<file path="config.mk">
export PLATFORM = sky130hd
export DESIGN_NAME = sorted_array_priority_queue_flat
export DESIGN_NICKNAME = d
export VERILOG_FILES = /design/src/hdl/sapq_pkg.sv /design/src/hdl/sapq_if.sv /design/src/hdl/sapq_ram.sv /design/src/hdl/sorted_array_priority_queue.sv /design/src/flat_wrapper.sv
export VERILOG_INCLUDE_DIRS = /design/src /design/src/hdl
export SDC_FILE = /design/constraint.sdc
export NUM_CORES = 1
export LEC_CHECK = 0
export BUFFER_PORTS_ARGS = -buffer_cell sky130_fd_sc_hd__buf_2
export CAP_MARGIN = 5
export CELL_PAD_IN_SITES_DETAIL_PLACEMENT = 1
export CELL_PAD_IN_SITES_GLOBAL_PLACEMENT = 2
export CORE_MARGIN = 5
export CORE_UTILIZATION = 50
export CTS_BUF_LIST = sky130_fd_sc_hd__clkbuf_8
export DETAILED_ROUTE_END_ITERATION = 10
export PLACE_DENSITY = 0.92
export SLEW_MARGIN = 10
export SYNTH_ARGS = -nofsm -noshare
export SYNTH_HDL_FRONTEND = slang
export SYNTH_HIERARCHICAL = 1
export SYNTH_SLANG_ARGS = --single-unit
</file>
<file path="constraint.sdc">
create_clock -name clk -period 5.1 [get_ports clk]
set_input_delay 1.02 -clock clk [delete_from_list [all_inputs] [get_ports clk]]
set_output_delay 1.02 -clock clk [all_outputs]
set_load 0.01 [all_outputs]
</file>
<file path="src/hdl/assert_macros.svh">
// Assertion macros for the RTL of the priority queue.
// No dependencies; included by the queue module, which carries the assertions.
`ifndef ASSERT_MACROS_SVH
`define ASSERT_MACROS_SVH

// Concurrent assertion sampled on the rising clock edge, off while in reset.
`define SAPQ_ASSERT(label, clk, rst, prop, msg) \
  label: assert property (@(posedge clk) disable iff (rst) (prop)) else $error(msg);

// Concurrent assertion that is also checked while reset is high.
`define SAPQ_ASSERT_ALWAYS(label, clk, prop, msg) \
  label: assert property (@(posedge clk) (prop)) else $error(msg);

`endif

</file>
<file path="src/hdl/sapq_pkg.sv">
// Package of the sorted-array priority queue: codes, entry type and FSM states.
// No dependencies; used by the interfaces, the queue module and the verification modules.
`default_nettype none

package sapq_pkg;

  // Operation codes.
  localparam logic OP_ENQ = 1'b0;
  localparam logic OP_DEQ = 1'b1;

  // Result status codes.
  localparam logic [1:0] STAT_OK    = 2'd0;
  localparam logic [1:0] STAT_FULL  = 2'd1;
  localparam logic [1:0] STAT_EMPTY = 2'd2;

  // Field widths.
  localparam int VAL_W  = 16;
  localparam int PRI_W  = 16;
  localparam int OCC_W  = 5;
  localparam int SIZE_W = 5;

  // Reset value of the size register.
  localparam logic [SIZE_W-1:0] QSIZE_RST = 5'd16;

  // One stored entry: priority above payload.
  typedef struct packed {
    logic signed [PRI_W-1:0] pri;
    logic [VAL_W-1:0]        val;
  } entry_t;

  // Sequencer states.
  typedef enum logic [2:0] {
    S_IDLE,
    S_ENQ_RD,
    S_ENQ_CMP,
    S_DEQ_HEAD,
    S_DEQ_RD,
    S_DEQ_WR,
    S_RESP
  } state_t;

endpackage

`default_nettype wire

</file>
<file path="src/hdl/sapq_if.sv">
// Valid/ready channel interfaces for operations and results of the queue.
// Depends on sapq_pkg for the field widths.
`default_nettype none

interface sapq_cmd_if import sapq_pkg::*; ();
  logic                    valid;
  logic                    ready;
  logic                    opcode;
  logic [VAL_W-1:0]        item_value;
  logic signed [PRI_W-1:0] item_priority;

  modport source (output valid, opcode, item_value, item_priority, input ready);
  modport sink   (input valid, opcode, item_value, item_priority, output ready);
endinterface

interface sapq_res_if import sapq_pkg::*; ();
  logic             valid;
  logic             ready;
  logic [1:0]       status;
  logic [VAL_W-1:0] out_value;
  logic             out_valid;
  logic [OCC_W-1:0] occupancy;

  modport source (output valid, status, out_value, out_valid, occupancy, input ready);
  modport sink   (input valid, status, out_value, out_valid, occupancy, output ready);
endinterface

`default_nettype wire

</file>
<file path="src/hdl/sapq_ram.sv">
// Generic simple dual-port RAM: one write port, one read port, registered read.
// No dependencies.
`default_nettype none

module sapq_ram #(
  parameter int WIDTH = 32,
  parameter int DEPTH = 16
) (
  input  wire logic                     clk,
  input  wire logic                     we,
  input  wire logic [$clog2(DEPTH)-1:0] waddr,
  input  wire logic [WIDTH-1:0]         wdata,
  input  wire logic [$clog2(DEPTH)-1:0] raddr,
  output logic      [WIDTH-1:0]         rdata
);

  logic [WIDTH-1:0] mem [DEPTH];

  // Write port and registered read port.
  always_ff @(posedge clk) begin
    if (we) begin
      mem[waddr] <= wdata;
    end
    rdata <= mem[raddr];
  end

endmodule

`default_nettype wire

</file>
<file path="src/hdl/sorted_array_priority_queue.sv">
// Sorted-array priority queue: a small sequencer walks an entry RAM kept in
// ascending priority order, front at address zero. An operation is taken only
// while the sequencer is idle; its result waits in an output register. An
// enqueue walks from the back, moving each stored entry of no lower priority
// back one place, and stops at the front or at a strictly lower priority; a
// dequeue takes the front entry and moves each later entry one place forward.
// A refused operation goes straight to its result. Each step of an enqueue
// walk is one read of the entry RAM, one priority compare and one write; a
// dequeue step is one read and one write. The RAM contents are undefined after
// reset; only entries below the count are ever used. Depends on sapq_pkg,
// sapq_if, sapq_ram and assert_macros.svh.
`default_nettype none

`include "assert_macros.svh"

module sorted_array_priority_queue import sapq_pkg::*; #(
  parameter int CAPACITY = 16
) (
  input  wire logic              clk,
  input  wire logic              rst,
  input  wire logic              cfg_we,
  input  wire logic [SIZE_W-1:0] cfg_wdata,
  sapq_cmd_if.sink               cmd,
  sapq_res_if.source             res
);

  localparam int AW = $clog2(CAPACITY);
  localparam int CW = $clog2(CAPACITY + 1);

  state_t state, state_next;

  // Configuration and occupancy.
  logic [SIZE_W-1:0] qsize;
  logic [CW-1:0]     count, count_next;
  logic [CW-1:0]     idx, idx_next;

  // Operation held while the sequencer works on it.
  logic                    cur_op;
  logic [VAL_W-1:0]        cur_val;
  logic signed [PRI_W-1:0] cur_pri;

  // Result built by the sequencer, then the output register.
  logic [1:0]       pend_status, pend_status_next;
  logic [VAL_W-1:0] pend_value, pend_value_next;
  logic             pend_flag, pend_flag_next;
  logic             res_valid, res_load;
  logic [1:0]       res_status;
  logic [VAL_W-1:0] res_value;
  logic             res_flag;
  logic [OCC_W-1:0] res_occ;

  // Entry RAM ports.
  logic          ram_we;
  logic [AW-1:0] ram_waddr, ram_raddr;
  entry_t        ram_wdata, ram_rdata;

  logic          accept, full;
  logic [CW-1:0] idx_m1;
  entry_t        new_entry;

  assign accept    = cmd.valid && cmd.ready;
  assign full      = (32'(count) >= 32'(qsize)) || (32'(count) >= 32'(CAPACITY));
  assign idx_m1    = idx - 1'b1;
  assign new_entry = '{pri: cur_pri, val: cur_val};

  sapq_ram #(
    .WIDTH ($bits(entry_t)),
    .DEPTH (CAPACITY)
  ) u_ram (
    .clk   (clk),
    .we    (ram_we),
    .waddr (ram_waddr),
    .wdata (ram_wdata),
    .raddr (ram_raddr),
    .rdata (ram_rdata)
  );

  // State register.
  always_ff @(posedge clk) begin
    if (rst) begin
      state <= S_IDLE;
    end else begin
      state <= state_next;
    end
  end

  // Next state, walk control and RAM accesses.
  always_comb begin
    state_next       = state;
    count_next       = count;
    idx_next         = idx;
    pend_status_next = pend_status;
    pend_value_next  = pend_value;
    pend_flag_next   = pend_flag;
    ram_we           = 1'b0;
    ram_waddr        = '0;
    ram_wdata        = ram_rdata;
    ram_raddr        = '0;
    res_load         = 1'b0;
    cmd.ready        = 1'b0;
    unique case (state)
      S_IDLE: begin
        cmd.ready        = 1'b1;
        pend_status_next = STAT_OK;
        pend_value_next  = '0;
        pend_flag_next   = 1'b0;
        if (accept) begin
          if (cmd.opcode == OP_ENQ) begin
            if (full) begin
              pend_status_next = STAT_FULL;
              state_next       = S_RESP;
            end else begin
              idx_next   = count;
              state_next = S_ENQ_RD;
            end
          end else begin
            if (count == '0) begin
              pend_status_next = STAT_EMPTY;
              state_next       = S_RESP;
            end else begin
              // The read of the front entry is issued here.
              state_next = S_DEQ_HEAD;
            end
          end
        end
      end
      S_ENQ_RD: begin
        if (idx == '0) begin
          // Every stored entry moved back: the new one goes to the front.
          ram_we     = 1'b1;
          ram_waddr  = '0;
          ram_wdata  = new_entry;
          count_next = count + 1'b1;
          state_next = S_RESP;
        end else begin
          ram_raddr  = idx_m1[AW-1:0];
          state_next = S_ENQ_CMP;
        end
      end
      S_ENQ_CMP: begin
        ram_we    = 1'b1;
        ram_waddr = idx[AW-1:0];
        if (ram_rdata.pri < cur_pri) begin
          // Strictly lower priority ahead: the new entry lands just behind it.
          ram_wdata  = new_entry;
          count_next = count + 1'b1;
          state_next = S_RESP;
        end else begin
          ram_wdata  = ram_rdata;
          idx_next   = idx_m1;
          state_next = S_ENQ_RD;
        end
      end
      S_DEQ_HEAD: begin
        pend_value_next = ram_rdata.val;
        pend_flag_next  = 1'b1;
        idx_next        = CW'(1);
        state_next      = S_DEQ_RD;
      end
      S_DEQ_RD: begin
        if (idx >= count) begin
          count_next = count - 1'b1;
          state_next = S_RESP;
        end else begin
          ram_raddr  = idx[AW-1:0];
          state_next = S_DEQ_WR;
        end
      end
      S_DEQ_WR: begin
        // Move the entry just read one place toward the front.
        ram_we     = 1'b1;
        ram_waddr  = idx_m1[AW-1:0];
        ram_wdata  = ram_rdata;
        idx_next   = idx + 1'b1;
        state_next = S_DEQ_RD;
      end
      S_RESP: begin
        if (!res_valid || res.ready) begin
          res_load   = 1'b1;
          state_next = S_IDLE;
        end
      end
      default: begin
        state_next = S_IDLE;
      end
    endcase
  end

  // Control registers.
  always_ff @(posedge clk) begin
    if (rst) begin
      qsize     <= QSIZE_RST;
      count     <= '0;
      idx       <= '0;
      res_valid <= 1'b0;
    end else begin
      if (cfg_we) begin
        qsize <= cfg_wdata;
      end
      count <= count_next;
      idx   <= idx_next;
      if (res_load) begin
        res_valid <= 1'b1;
      end else if (res.ready) begin
        res_valid <= 1'b0;
      end
    end
  end

  // Payload registers.
  always_ff @(posedge clk) begin
    if (accept) begin
      cur_op  <= cmd.opcode;
      cur_val <= cmd.item_value;
      cur_pri <= cmd.item_priority;
    end
    pend_status <= pend_status_next;
    pend_value  <= pend_value_next;
    pend_flag   <= pend_flag_next;
    if (res_load) begin
      res_status <= pend_status;
      res_value  <= pend_value;
      res_flag   <= pend_flag && (cur_op == OP_DEQ);
      res_occ    <= OCC_W'(count);
    end
  end

  // Result channel.
  assign res.valid     = res_valid;
  assign res.status    = res_status;
  assign res.out_value = res_value;
  assign res.out_valid = res_flag;
  assign res.occupancy = res_occ;

  // Checks on the sequencer and the result it hands over.
  `SAPQ_ASSERT(a_idle_count_stable, clk, rst, (state == S_IDLE) |=> $stable(count), "count changed while idle")
  `SAPQ_ASSERT(a_count_bound, clk, rst, count <= CW'(CAPACITY), "count above capacity")
  `SAPQ_ASSERT(a_enq_idx_bound, clk, rst, (state == S_ENQ_RD) |-> (idx <= count), "enqueue walk index past count")
  `SAPQ_ASSERT(a_payload_ok, clk, rst, (res.valid && res.out_valid) |-> (res.status == STAT_OK), "dequeued payload without success status")

endmodule

`default_nettype wire

</file>
<file path="src/flat_wrapper.sv">
// flat-port wrapper written by rule: the top's interface ports become plain ports
module sorted_array_priority_queue_flat import sapq_pkg::*;
#(
  parameter int CAPACITY = 16
)
  (clk, rst, cfg_we, cfg_wdata, cmd_valid, cmd_opcode, cmd_item_value, cmd_item_priority, cmd_ready, res_valid, res_status, res_out_value, res_out_valid, res_occupancy, res_ready);
  sapq_cmd_if cmd_i ();
  sapq_res_if res_i ();
  input  wire logic clk;
  input  wire logic rst;
  input  wire logic cfg_we;
  input  wire logic [SIZE_W-1:0] cfg_wdata;
  input wire logic [$bits(cmd_i.valid)-1:0] cmd_valid;
  input wire logic [$bits(cmd_i.opcode)-1:0] cmd_opcode;
  input wire logic [$bits(cmd_i.item_value)-1:0] cmd_item_value;
  input wire logic [$bits(cmd_i.item_priority)-1:0] cmd_item_priority;
  output wire logic [$bits(cmd_i.ready)-1:0] cmd_ready;
  output wire logic [$bits(res_i.valid)-1:0] res_valid;
  output wire logic [$bits(res_i.status)-1:0] res_status;
  output wire logic [$bits(res_i.out_value)-1:0] res_out_value;
  output wire logic [$bits(res_i.out_valid)-1:0] res_out_valid;
  output wire logic [$bits(res_i.occupancy)-1:0] res_occupancy;
  input wire logic [$bits(res_i.ready)-1:0] res_ready;
  assign cmd_i.valid = cmd_valid;
  assign cmd_i.opcode = cmd_opcode;
  assign cmd_i.item_value = cmd_item_value;
  assign cmd_i.item_priority = cmd_item_priority;
  assign cmd_ready = cmd_i.ready;
  assign res_valid = res_i.valid;
  assign res_status = res_i.status;
  assign res_out_value = res_i.out_value;
  assign res_out_valid = res_i.out_valid;
  assign res_occupancy = res_i.occupancy;
  assign res_i.ready = res_ready;
  sorted_array_priority_queue #(.CAPACITY(CAPACITY)) u_core (.clk(clk), .rst(rst), .cfg_we(cfg_we), .cfg_wdata(cfg_wdata), .cmd(cmd_i), .res(res_i));
endmodule
</file>
==> results.py, run 1 <==
metrics = {
    "synth": {
        "synth_simple_gate_area_share_pct": 4.34,
        "synth-xor-area-share_pct": 0.106,
        "ys_top_cells_by_area": "edfxtp_1, mux4_2, dfxtp_1",
        "ys_ff_latch": 639,
        "syn_area_per_cell_sq_um": 18.6,
        "synth_top_family_by_area": "multiplexers",
        "yosysMostFrequentCell": "edfxtp_1",
        "synth_top_area_share_pct": 71.1,
        "synth_compound_area_share_pct": 5.05,
        "netlist_area_sq_um": 24800,
        "synth_cells": 1332,
        "synth.distinct_cells": 62,
        "synth_warnings": 6,
        "synth.mux.area_fraction_pct": 11.8,
        "synth_fa_ha_area_share_pct": 1.59,
        "syn_nets": 1406,
        "async_flop_share_pct": 0,
        "synth-edff-count": 588,
        "synthFlopType": "edfxtp_1",
        "synth_top_cell_by_area": "edfxtp_1",
        "synth_commonest_cells": "edfxtp_1, mux4_2, nand2_1",
        "seq_area_frac_synth_pct": 75.2,
    },
    "floorplanning": {
        "die_h_um": 233,
        "core_sq_um": 49100,
        "die_w_um": 233,
        "row_count": 81,
        "die_area_sq_um": 54200,
        "initial_core_util_pct": 50.6,
        "pin_count": 69,
    },
    "clock_tree": {
        "worstSkewPairLatency_ps": 700,
        "post_cts_buffers": 0,
        "cts-root-buf": "clkbuf_8",
        "cts_sinks": 639,
        "ctsHoldBuffers": 0,
        "cts_inserted_buffers": 101,
        "clk_pin_slew_worst_paths_ps": 70,
        "clk_path_buf_depth": 3,
        "htreeDepth": 3,
        "ctsResizeCount": 0,
        "cts_tree": "built",
    },
    "sta": {
        "timing_hold_violations_final": 0,
        "worst_slew_pin_slew_ps": 1170,
        "max_slew_margin_pct": 21.9,
        "worst_slack_ps": 1020,
        "maxSlewViolCount": 0,
        "min_period_ps": 4080,
        "fin_skew_ps": 29.0,
        "setup_viol": 0,
        "fin_tns_setup_ps": 0,
        "fin_crit_sh_pct": 79.9,
        "rsz0062_at_grt": "no",
        "fmax_mhz": 245,
    },
    "setup_path": {
        "critPathMostFrequentCell": "nand2_1",
        "critical_path.top_delay_family": "simple AND/OR/NAND/NOR gates",
        "required_ps": 5490,
        "critPathMaxStageDelay_ps": 940,
        "critPathMaxFanout": 21,
        "crit_slowest_cell": "nor2_4",
        "path_buf_inv": 1,
        "path_cells": "nor2b_1 > nand2_1 > o21ai_0 > nand2_1 > nor2_4 > buf_4",
        "start_kind": "flop",
        "path_class": "reg2reg",
        "cp-startpoint": "u_core/state[1]",
        "cp_data_arrival_time_ps": 4460,
        "end_kind": "flop",
        "r2r_start": "u_core/state[1]",
    },
    "placement": {
        "dp_hpwl_um": 34300,
        "place_area_sq_um": 26300,
        "dp.cells": 2046,
        "gp_congestion": 0.827,
        "pre_cts_ws_ps": 778,
        "io_buffers": 68,
    },
    "pwr": {
        "power.leakage_nw": 9.55,
        "powerDensity_nw_per_um2": 618,
        "switching_share_pct": 33.4,
        "peakVddDrop_uv": 443,
        "power_mw": 17.5,
        "seq_power_share_pct": 44.8,
        "switchingPower_mw": 5.85,
        "clkPwrFrac_pct": 24.2,
        "power.internal_mw": 11.7,
        "p_comb_share_pct": 31.0,
    },
    "cells_and_area": {
        "syn2layout_area_growth_pct": 14.1,
        "final_layout_size_suffix_gt1_share_pct": 27.0,
        "final_cells": 2236,
        "finalInstanceArea_sq_um": 28300,
        "fin_nets": 1564,
        "diodes": 0,
    },
    "grt": {
        "grt_antenna_before_repair": 0,
        "grt_util_met2_pct": 40.1,
        "grt-ovfl-total": 0,
        "grt_max_degree": 129,
        "first_global_vias": 14500,
        "busiest_layer": "met2",
        "use_met3_pct": 4.30,
        "grt_pass1_wl_um": 91700,
        "grt_usage_pct": 22.9,
        "grt_use_met1_pct": 29.3,
    },
    "detailed_routing": {
        "drc_errors": 0,
        "routed-via-count": 13600,
        "vias_per_cell": 6.07,
        "wl_per_cell_um": 27.6,
        "dr.pass1.iters": 7,
        "drt_iter0_drc": 1314,
        "routed_wl_um": 61700,
        "detail-route-antenna-nets": 0,
    },
    "worst_hold_path": {
        "hp-class": "reg2reg",
        "hold_start": "u_core/pend_value[15]",
    },
    "status": {
        "status": "finished clean",
    },
    "job": {
        "cap_violations": 0,
    },
}
[path summary, 6_finish.rpt]
path | depth (start not counted) | slack [ps] | endpoint
worst max-delay path | 6 | 1020 | u_core/u_ram/mem[15][7]
worst min-delay path | 0 | 410 | u_core/res.out_value[15]
worst max register to register | 6 | 1020 | u_core/u_ram/mem[15][7]
worst min register to register | 0 | 410 | u_core/res.out_value[15]
[flip-flops by register name (all words and copies together), names as in the netlist]
register,count
u_core/count,5
u_core/res.valid,1
u_core/u_ram/mem,512
u_core/res.occupancy,5
u_core/pend_status,2
u_core/state,3
u_core/u_ram/rdata,32
u_core/cur_val,16
u_core/res.out_valid,1
u_core/cur_op,1
u_core/qsize,5
u_core/res.status,2
u_core/pend_value,16
u_core/idx,5
u_core/cur_pri,16
u_core/pend_flag,1
u_core/res.out_value,16
[cell families (layout without fill, tap and decap cells)]
logic type,after synthesis,in the layout
DFF,639,639
and+or+nand+nor,236,236
AOI/OAI and AO/OA,182,182
muxes,133,133
buffers and inverters,108,348
adders and majority gates,31,31
xor gates and xnor gates,3,3
[per-layer routing]
metal / wire length [um] / up-vias
met5: 0 / -
met4: 1540 / 0
met3: 4460 / 125
met2: 32100 / 610
met1: 23600 / 7154
li1: - / 5676
[worst reg2reg max path, cell delays in order (launching register included)]
cell     delay [ps]
dfxtp_1         460
nor2b_1         410
nand2_1         280
o21ai_0         890
nand2_1         460
nor2_4          940
buf_4           320
[placed cells by master, fill, tap and decap left out, drive strengths merged, types with 5 or more instances in the layout]
cell type  synthesis  layout
clkinvlp           0       7
a22oi             64      64
nand3              5       5
clkinv             0      21
nor2              47      47
a21oi             15      15
nor2b              6       6
a21o               5       5
nand2b            10      10
nor3              12      12
o21ai             51      51
buf               31     125
nand4              5       5
edfxtp           588     588
clkbuf            39     113
ha                30      30
and3              20      20
nand2            117     117
dfxtp             51      51
inv               38      78
a211oi             7       7
mux4             128     128
o31ai              6       6
[area by class of cell]
cell class                 count  area, sq um
fill                        4419        20700
tap                          664          831
clock buffer                 113         1560
multi-input combinational    585         5840
inverter                      38          143
sequential                   639        18700
timing repair buffer         125          838
clock inverter                72          434
[power groups by stage]
| stage | Clock (mW) | Combinational (mW) | Sequential [mW] |
|---|---|---|---|
| 2_1_floorplan | 0 | 3.48 | 7.80 |
| 3_3_place_gp | 0 | 4.91 | 7.93 |
| 3_5_place_dp | 0 | 5.26 | 7.98 |
| 4_1_cts | 4.35 | 5.32 | 7.88 |
| 5_1_grt | 4.61 | 5.84 | 7.89 |
| 6_report | 4.24 | 5.42 | 7.85 |
[through the flow]
stage	hold slack [ps]	utilization (%)
floorplan	400	-
CTS	411	57.6
detailed placement	406	53.6
global route	419	57.7
finish	414	57.7
global placement	401	53.6
(Power assumes the default switching activity.)
==> run 2: changes to the inputs <==
CORE_UTILIZATION = 45   (was 50)
PLACE_DENSITY = 0.88   (was 0.92)
clock period = 3.7 ns   (was 5.1 ns; I/O delays follow)
==> run 2 against run 1 <==
Effect of this change:
- final cell count is 4.7% higher
- power is 40% higher
- worst setup slack worse by 870 ps
- count of clock-buffer cells in the layout is 4 higher
- critical path depth is 7 higher
- critical endpoint is now u_core/u_ram/rdata[20]
- sequential power is 36% higher
- wire length is 6.4% higher
- design area is 2.2% higher
- hold slack worse by 190 ps
- via count is 1.3% higher
- clock skew hardly changed
==> results.py, run 2 (synthesis gave the netlist of run 1 again) <==
metrics = {
    "grt": {
        "grt_max_degree": 47,
        "grt_usage_pct": 22.0,
        "grt_pass1_wl_um": 97400,
        "grt-ovfl-total": 0,
        "grt_antenna_before_repair": 4,
        "first_global_vias": 14800,
    },
    "clock_tree": {
        "htreeDepth": 3,
        "worstSkewPairLatency_ps": 690,
        "cts_sinks": 639,
        "cts_tree": "built",
        "cts-root-buf": "clkbuf_8",
        "clk_pin_slew_worst_paths_ps": 60,
        "clk_path_buf_depth": 3,
        "ctsHoldBuffers": 0,
        "cts_inserted_buffers": 104,
    },
    "cells_and_area": {
        "fin_nets": 1623,
        "final_layout_size_suffix_gt1_share_pct": 29.2,
        "final_cell_mix": "edfxtp_1, mux4_2, clkbuf_8",
        "final_core_util_pct": 52.7,
        "syn2layout_area_growth_pct": 16.6,
        "top_register": "u_core/u_ram/mem",
        "multiInputGateArea_sq_um": 5870,
        "largest_reg_flops": 512,
        "reg.largest.list": "u_core/u_ram/mem (512), u_core/u_ram/rdata (32)",
        "seq_area_sq_um": 18700,
        "final_common_cell": "edfxtp_1",
        "fillCellCount": 5044,
    },
    "detailed_routing": {
        "wl_per_cell_um": 28.0,
        "drt_iter0_drc": 1378,
        "dr.pass1.iters": 5,
        "drc_errors": 0,
        "vias_per_cell": 5.87,
        "routed-via-count": 13700,
        "routed_wl_um": 65700,
        "detail-route-antenna-nets": 0,
    },
    "setup_path": {
        "critical_path.top_delay_family": "compound AO/OA/AOI/OAI gates",
        "path_class": "reg2reg",
        "cp_data_arrival_time_ps": 4110,
        "critPathMaxFanout": 43,
        "path_buf_inv": 3,
        "crit_slowest_cell": "mux4_2",
        "start_kind": "flop",
        "critPathMaxStageDelay_ps": 370,
        "end_kind": "flop",
        "required_ps": 4260,
        "path_cells": "inv_1 > ha_1 > nand2b_1 > a21o_1 > a21o_1 > a21oi_1 > o21ai_1 > o22ai_4 > buf_12 > buf_12 > mux4_2 > a22oi_1 > nand2_1",
    },
    "sta": {
        "worst_slew_pin_slew_ps": 976,
        "min_period_ps": 3550,
        "maxSlewViolCount": 0,
        "fmax_mhz": 282,
        "fin_tns_setup_ps": 0,
        "fin_crit_sh_pct": 96.0,
        "setup_viol": 0,
        "fin_skew_ps": 29.2,
        "max_slew_margin_pct": 34.5,
        "timing_hold_violations_final": 0,
        "rsz0062_at_grt": "yes",
    },
    "floorplanning": {
        "die_h_um": 245,
        "die_area_sq_um": 60000,
        "row_count": 86,
        "initial_core_util_pct": 45.2,
        "die_w_um": 245,
        "pin_count": 69,
        "core_sq_um": 54900,
    },
    "pwr": {
        "power.leakage_nw": 9.88,
        "powerDensity_nw_per_um2": 847,
        "peakVddDrop_uv": 330,
    },
    "status": {
        "status": "finished clean",
    },
    "placement": {
        "io_buffers": 68,
        "gp_congestion": 0.814,
        "dp_hpwl_um": 40600,
    },
    "job": {
        "cap_violations": 0,
    },
    "worst_hold_path": {
        "hp-class": "in2reg",
    },
}
run 2: cell count changes in the layout (fill, tap and decap cells not counted), sizes merged:
cell,previous run,this run
clkinv,21,32
diode,0,1
clkinvlp,7,3
clkbuf,113,117
inv,78,79
bufinv,4,1
buf,125,181
run 2: repair_timing:
action	CTS	global route
setup endpoints to repair	29	28
buffers inserted	0	3
pin swaps	0	2
resized for setup	2	0
run 2: final timing paths:
| check | from | endpoint | slack [ps] | cells past startpoint |
|---|---|---|---|---|
| worst min-delay path | cmd_item_priority[0] | u_core/cur_pri[0] | 230 | 1 |
| worst min register to register | u_core/pend_value[10] | u_core/res.out_value[10] | 420 | 0 |
| worst max-delay path | u_core/idx[0] | u_core/u_ram/rdata[20] | 150 | 13 |
| worst max register to register | u_core/idx[0] | u_core/u_ram/rdata[20] | 150 | 13 |
run 2: worst reg2reg max path, stage by stage, from the launching register on:
cell and delay [ps]:
dfxtp_1 330, inv_1 80, ha_1 260, nand2b_1 140, a21o_1 180, a21o_1 180
a21oi_1 300, o21ai_1 310, o22ai_4 270, buf_12 250, buf_12 310, mux4_2 420
a22oi_1 300, nand2_1 120
run 2: metal layers:
metal / wire (um) / part of all wire [%] / vias to the layer above / global-route usage, %
met5: 33 / 0.050 / - / 0
met4: 1480 / 2.3 / 4 / 6.91
met3: 4690 / 7.1 / 112 / 4.86
met2: 33100 / 50 / 603 / 36.4
met1: 26400 / 40 / 7213 / 29.4
li1: - / - / 5807 / -
run 2: final cells by class:
type | count | share of cell area (%)
diodes | 1 | 0.00865
clock inverters | 77 | 1.19
flip-flops and latches | 639 | 64.5
well taps | 704 | 3.04
multi-input cells | 585 | 20.3
inverters | 38 | 0.493
repair buffers | 181 | 4.89
clock buffers | 117 | 5.56
run 2: metrics by stage:
stage	setup slack (ps)	area, sq um	hold WS [ps]	cells	total power, mW
floorplan	81.6	24800	400	1332	15.5
global placement	293	26900	403	2144	18.3
detailed placement	38.9	26900	406	2144	18.9
CTS	26.8	28900	159	2338	24.7
global route	-13.5	28900	178	2342	25.8
finish	148	28900	228	2342	24.5
run 2: where the power goes:
part | leakage (nW) | internal (mW) | switching, mW | total [mW]
combinational | 2.93 | 2.95 | 5.13 | 8.08
clock | 1.15 | 2.95 | 2.74 | 5.69
sequential | 5.80 | 10.3 | 0.385 | 10.7
==> run 3: changes to the inputs <==
CORE_UTILIZATION = 43   (was 45)
PLACE_DENSITY = 0.87   (was 0.88)
SYNTH_HIERARCHICAL = unset   (was 1)
==> run 3 against run 2 <==
Effect of this change:
- area after synthesis is 3.1% higher
- clock power decreased by 1%
- design area increased by 1.7%
- worst setup slack gained 70 ps
- power decreased by 5.4%
- non-clock buffer count down 30
- combinational power is 15% lower
- die area is 7.6% higher
- flip-flop and latch count did not move
- critical path type unchanged
- largest cell class unchanged
- highest routed layer is now met4
==> results.py, run 3 <==
metrics = {
    "sta": {
        "hold_slack_ps": 219,
        "fin_crit_sh_pct": 94.1,
        "max_slew_margin_pct": 30.9,
        "worst_slack_ps": 218,
        "rsz0062_at_grt": "no",
        "fin_skew_ps": 26.7,
        "setup_viol": 0,
        "timing_hold_violations_final": 0,
        "fmax_mhz": 287,
        "min_period_ps": 3480,
        "maxSlewViolCount": 0,
        "worst_slew_pin_slew_ps": 1030,
        "fin_tns_setup_ps": 0,
    },
    "clock_tree": {
        "cts_sinks": 639,
        "cts_inserted_buffers": 102,
        "cts-root-buf": "clkbuf_8",
        "cts_tree": "built",
        "clk_pin_slew_worst_paths_ps": 70,
        "htreeDepth": 3,
        "worstSkewPairLatency_ps": 700,
        "clk_path_buf_depth": 3,
    },
    "placement": {
        "io_buffers": 68,
        "place_area_sq_um": 27500,
        "pre_cts_ws_ps": 106,
        "dp.cells": 2487,
        "gp_congestion": 0.789,
        "dp_hpwl_um": 39700,
    },
    "setup_path": {
        "r2r_start": "u_core.idx[0]",
        "required_ps": 4250,
        "path_class": "reg2reg",
        "reg2reg_depth": 12,
        "path_cells": "inv_2 > buf_4 > ha_1 > nor4b_4 > nor4_4 > a21oi_4 > nand2_4 > buf_12 > buf_4 > a211oi_1 > a211oi_1 > or4_1",
        "start_kind": "flop",
        "end_kind": "flop",
        "critPathMaxFanout": 59,
        "regToRegSetupSlack_ps": 220,
        "critPathMaxStageDelay_ps": 550,
        "r2r_end": "u_core.u_ram.rdata[30]",
        "cp_data_arrival_time_ps": 4030,
        "crit_slowest_cell": "a21oi_4",
    },
    "synth": {
        "synth_cells": 1677,
        "syn_nets": 1752,
        "seq_area_frac_synth_pct": 73.0,
        "synth_top_cell_by_area": "edfxtp_1",
        "yosysMostFrequentCell": "edfxtp_1",
        "synth_warnings": 0,
        "async_flop_share_pct": 0,
        "netlist_area_sq_um": 25600,
        "synth-edff-count": 588,
        "syn_area_per_cell_sq_um": 15.3,
        "synth_top_area_share_pct": 69.0,
        "synth.distinct_cells": 68,
        "synthFlopType": "edfxtp_1",
        "ys_ff_latch": 639,
        "ys_top_cells_by_area": "edfxtp_1, mux2i_1, dfxtp_1",
        "synth_commonest_cells": "edfxtp_1, nand2_1, a211oi_1",
    },
    "worst_hold_path": {
        "hold_end": "u_core.cur_val[3]",
        "holdPathStages": 1,
        "hold_start": "cmd_item_value[3]",
        "hp-class": "in2reg",
    },
    "cells_and_area": {
        "syn2layout_area_growth_pct": 14.9,
        "largest_reg_flops": 512,
        "finalInstanceArea_sq_um": 29400,
        "final_cells": 2675,
        "fin_nets": 1894,
        "reg.largest.list": "u_core.u_ram.mem (512), u_core.u_ram.rdata (32)",
        "final_cell_mix": "edfxtp_1, nand2_1, a211oi_1",
        "top_register": "u_core.u_ram.mem",
        "final_layout_size_suffix_gt1_share_pct": 17.9,
        "final_common_cell": "edfxtp_1",
        "final_core_util_pct": 49.8,
    },
    "detailed_routing": {
        "wl_per_cell_um": 26.5,
        "routed_wl_um": 70800,
        "drc_errors": 0,
        "routed-via-count": 16000,
        "vias_per_cell": 5.97,
        "drt_iter0_drc": 1511,
        "detail-route-antenna-nets": 0,
        "dr.pass1.iters": 5,
    },
    "pwr": {
        "peakVddDrop_uv": 392,
        "power_mw": 23.2,
        "p_comb_share_pct": 29.6,
        "clkPwrFrac_pct": 24.2,
        "power.internal_mw": 15.4,
        "switchingPower_mw": 7.79,
        "powerDensity_nw_per_um2": 788,
        "switching_share_pct": 33.6,
        "power.leakage_nw": 10.4,
        "seq_power_share_pct": 46.1,
    },
    "grt": {
        "first_global_vias": 16800,
        "grt_usage_pct": 21.7,
        "grt_pass1_wl_um": 106000,
        "grt-ovfl-total": 0,
        "grt_antenna_before_repair": 3,
        "grt_max_degree": 74,
    },
    "status": {
        "status": "finished clean",
    },
    "floorplanning": {
        "row_count": 89,
        "core_sq_um": 59000,
        "initial_core_util_pct": 43.4,
        "die_h_um": 254,
        "die_area_sq_um": 64500,
        "pin_count": 69,
        "die_w_um": 254,
    },
    "job": {
        "cap_violations": 0,
    },
}
==> run 3: repair_timing <==
action | CTS | global route
hold buffers | 0 | 0
buffers inserted | 0 | 0
endpoints found under the setup margin | 0 | 1
gates resized for setup | 0 | 2
==> run 3: worst max path at each step <==
stage                                 start                       end  slack, ps  cells after the start
after global routing          u_core.idx[0]    u_core.u_ram.rdata[30]         70                     12
after floorplan             u_core.state[0]    u_core.u_ram.mem[6][0]        550                      6
after detailed placement      u_core.idx[0]   u_core.u_ram.mem[7][27]        110                      9
after global placement        u_core.idx[0]    u_core.u_ram.rdata[17]        240                     11
after CTS                 u_core.cur_pri[7]  u_core.u_ram.mem[13][27]         40                      9
final                         u_core.idx[0]    u_core.u_ram.rdata[30]        220                     12
==> run 3: cell families after synthesis <==
| family | after synthesis | share of synthesized area, % |
|---|---|---|
| flops | 639 | 73.0 |
| compound gates | 390 | 10.8 |
| simple gates | 340 | 6.70 |
| buf+inv | 148 | 2.91 |
| mux | 120 | 4.78 |
| fa+ha+maj | 32 | 1.59 |
| xor+xnor | 8 | 0.274 |
==> run 3: metal layers <==
| layer | GRT usage (%) | part of all wire, % | wire length [um] | vias up |
|---|---|---|---|---|
| met2 | 37.0 | 49 | 34900 | 675 |
| met1 | 28.4 | 41 | 28800 | 8221 |
| li1 | - | - | - | 6901 |
| met4 | 7.66 | 3.0 | 2090 | 0 |
| met5 | 0 | 0 | 0 | - |
| met3 | 3.55 | 7.1 | 5000 | 166 |
==> run 3: critical path: cells and delay by family, from the launching register on <==
family / cells / cell delay (ps)
AO/OA/AOI/OAI: 3 / 890
adder cells (fa/ha/maj): 1 / 160
buffers and inverters: 4 / 730
flip-flops: 1 / 430
AND/OR/NAND/NOR: 4 / 1080
==> run 3: area by class of cell <==
cell class	count	area [sq um]
fillers	5809	29600
flip-flops and latches	639	18700
multi-input cells	890	6380
clock buffers	112	1540
repair buffers	151	1360
well taps	773	967
clock inverters	74	355
inverters	35	131
diodes	1	2.50
==> run 3: power by group through the flow <==
stage               registers (mW)  logic [mW]  clock network [mW]
finish                        10.7        6.86                5.62
detailed placement            10.8        6.77                   0
floorplan                     10.7        4.14                   0
CTS                           10.7        6.82                5.75
global route                  10.7        7.42                6.10
global placement              10.8        6.36                   0
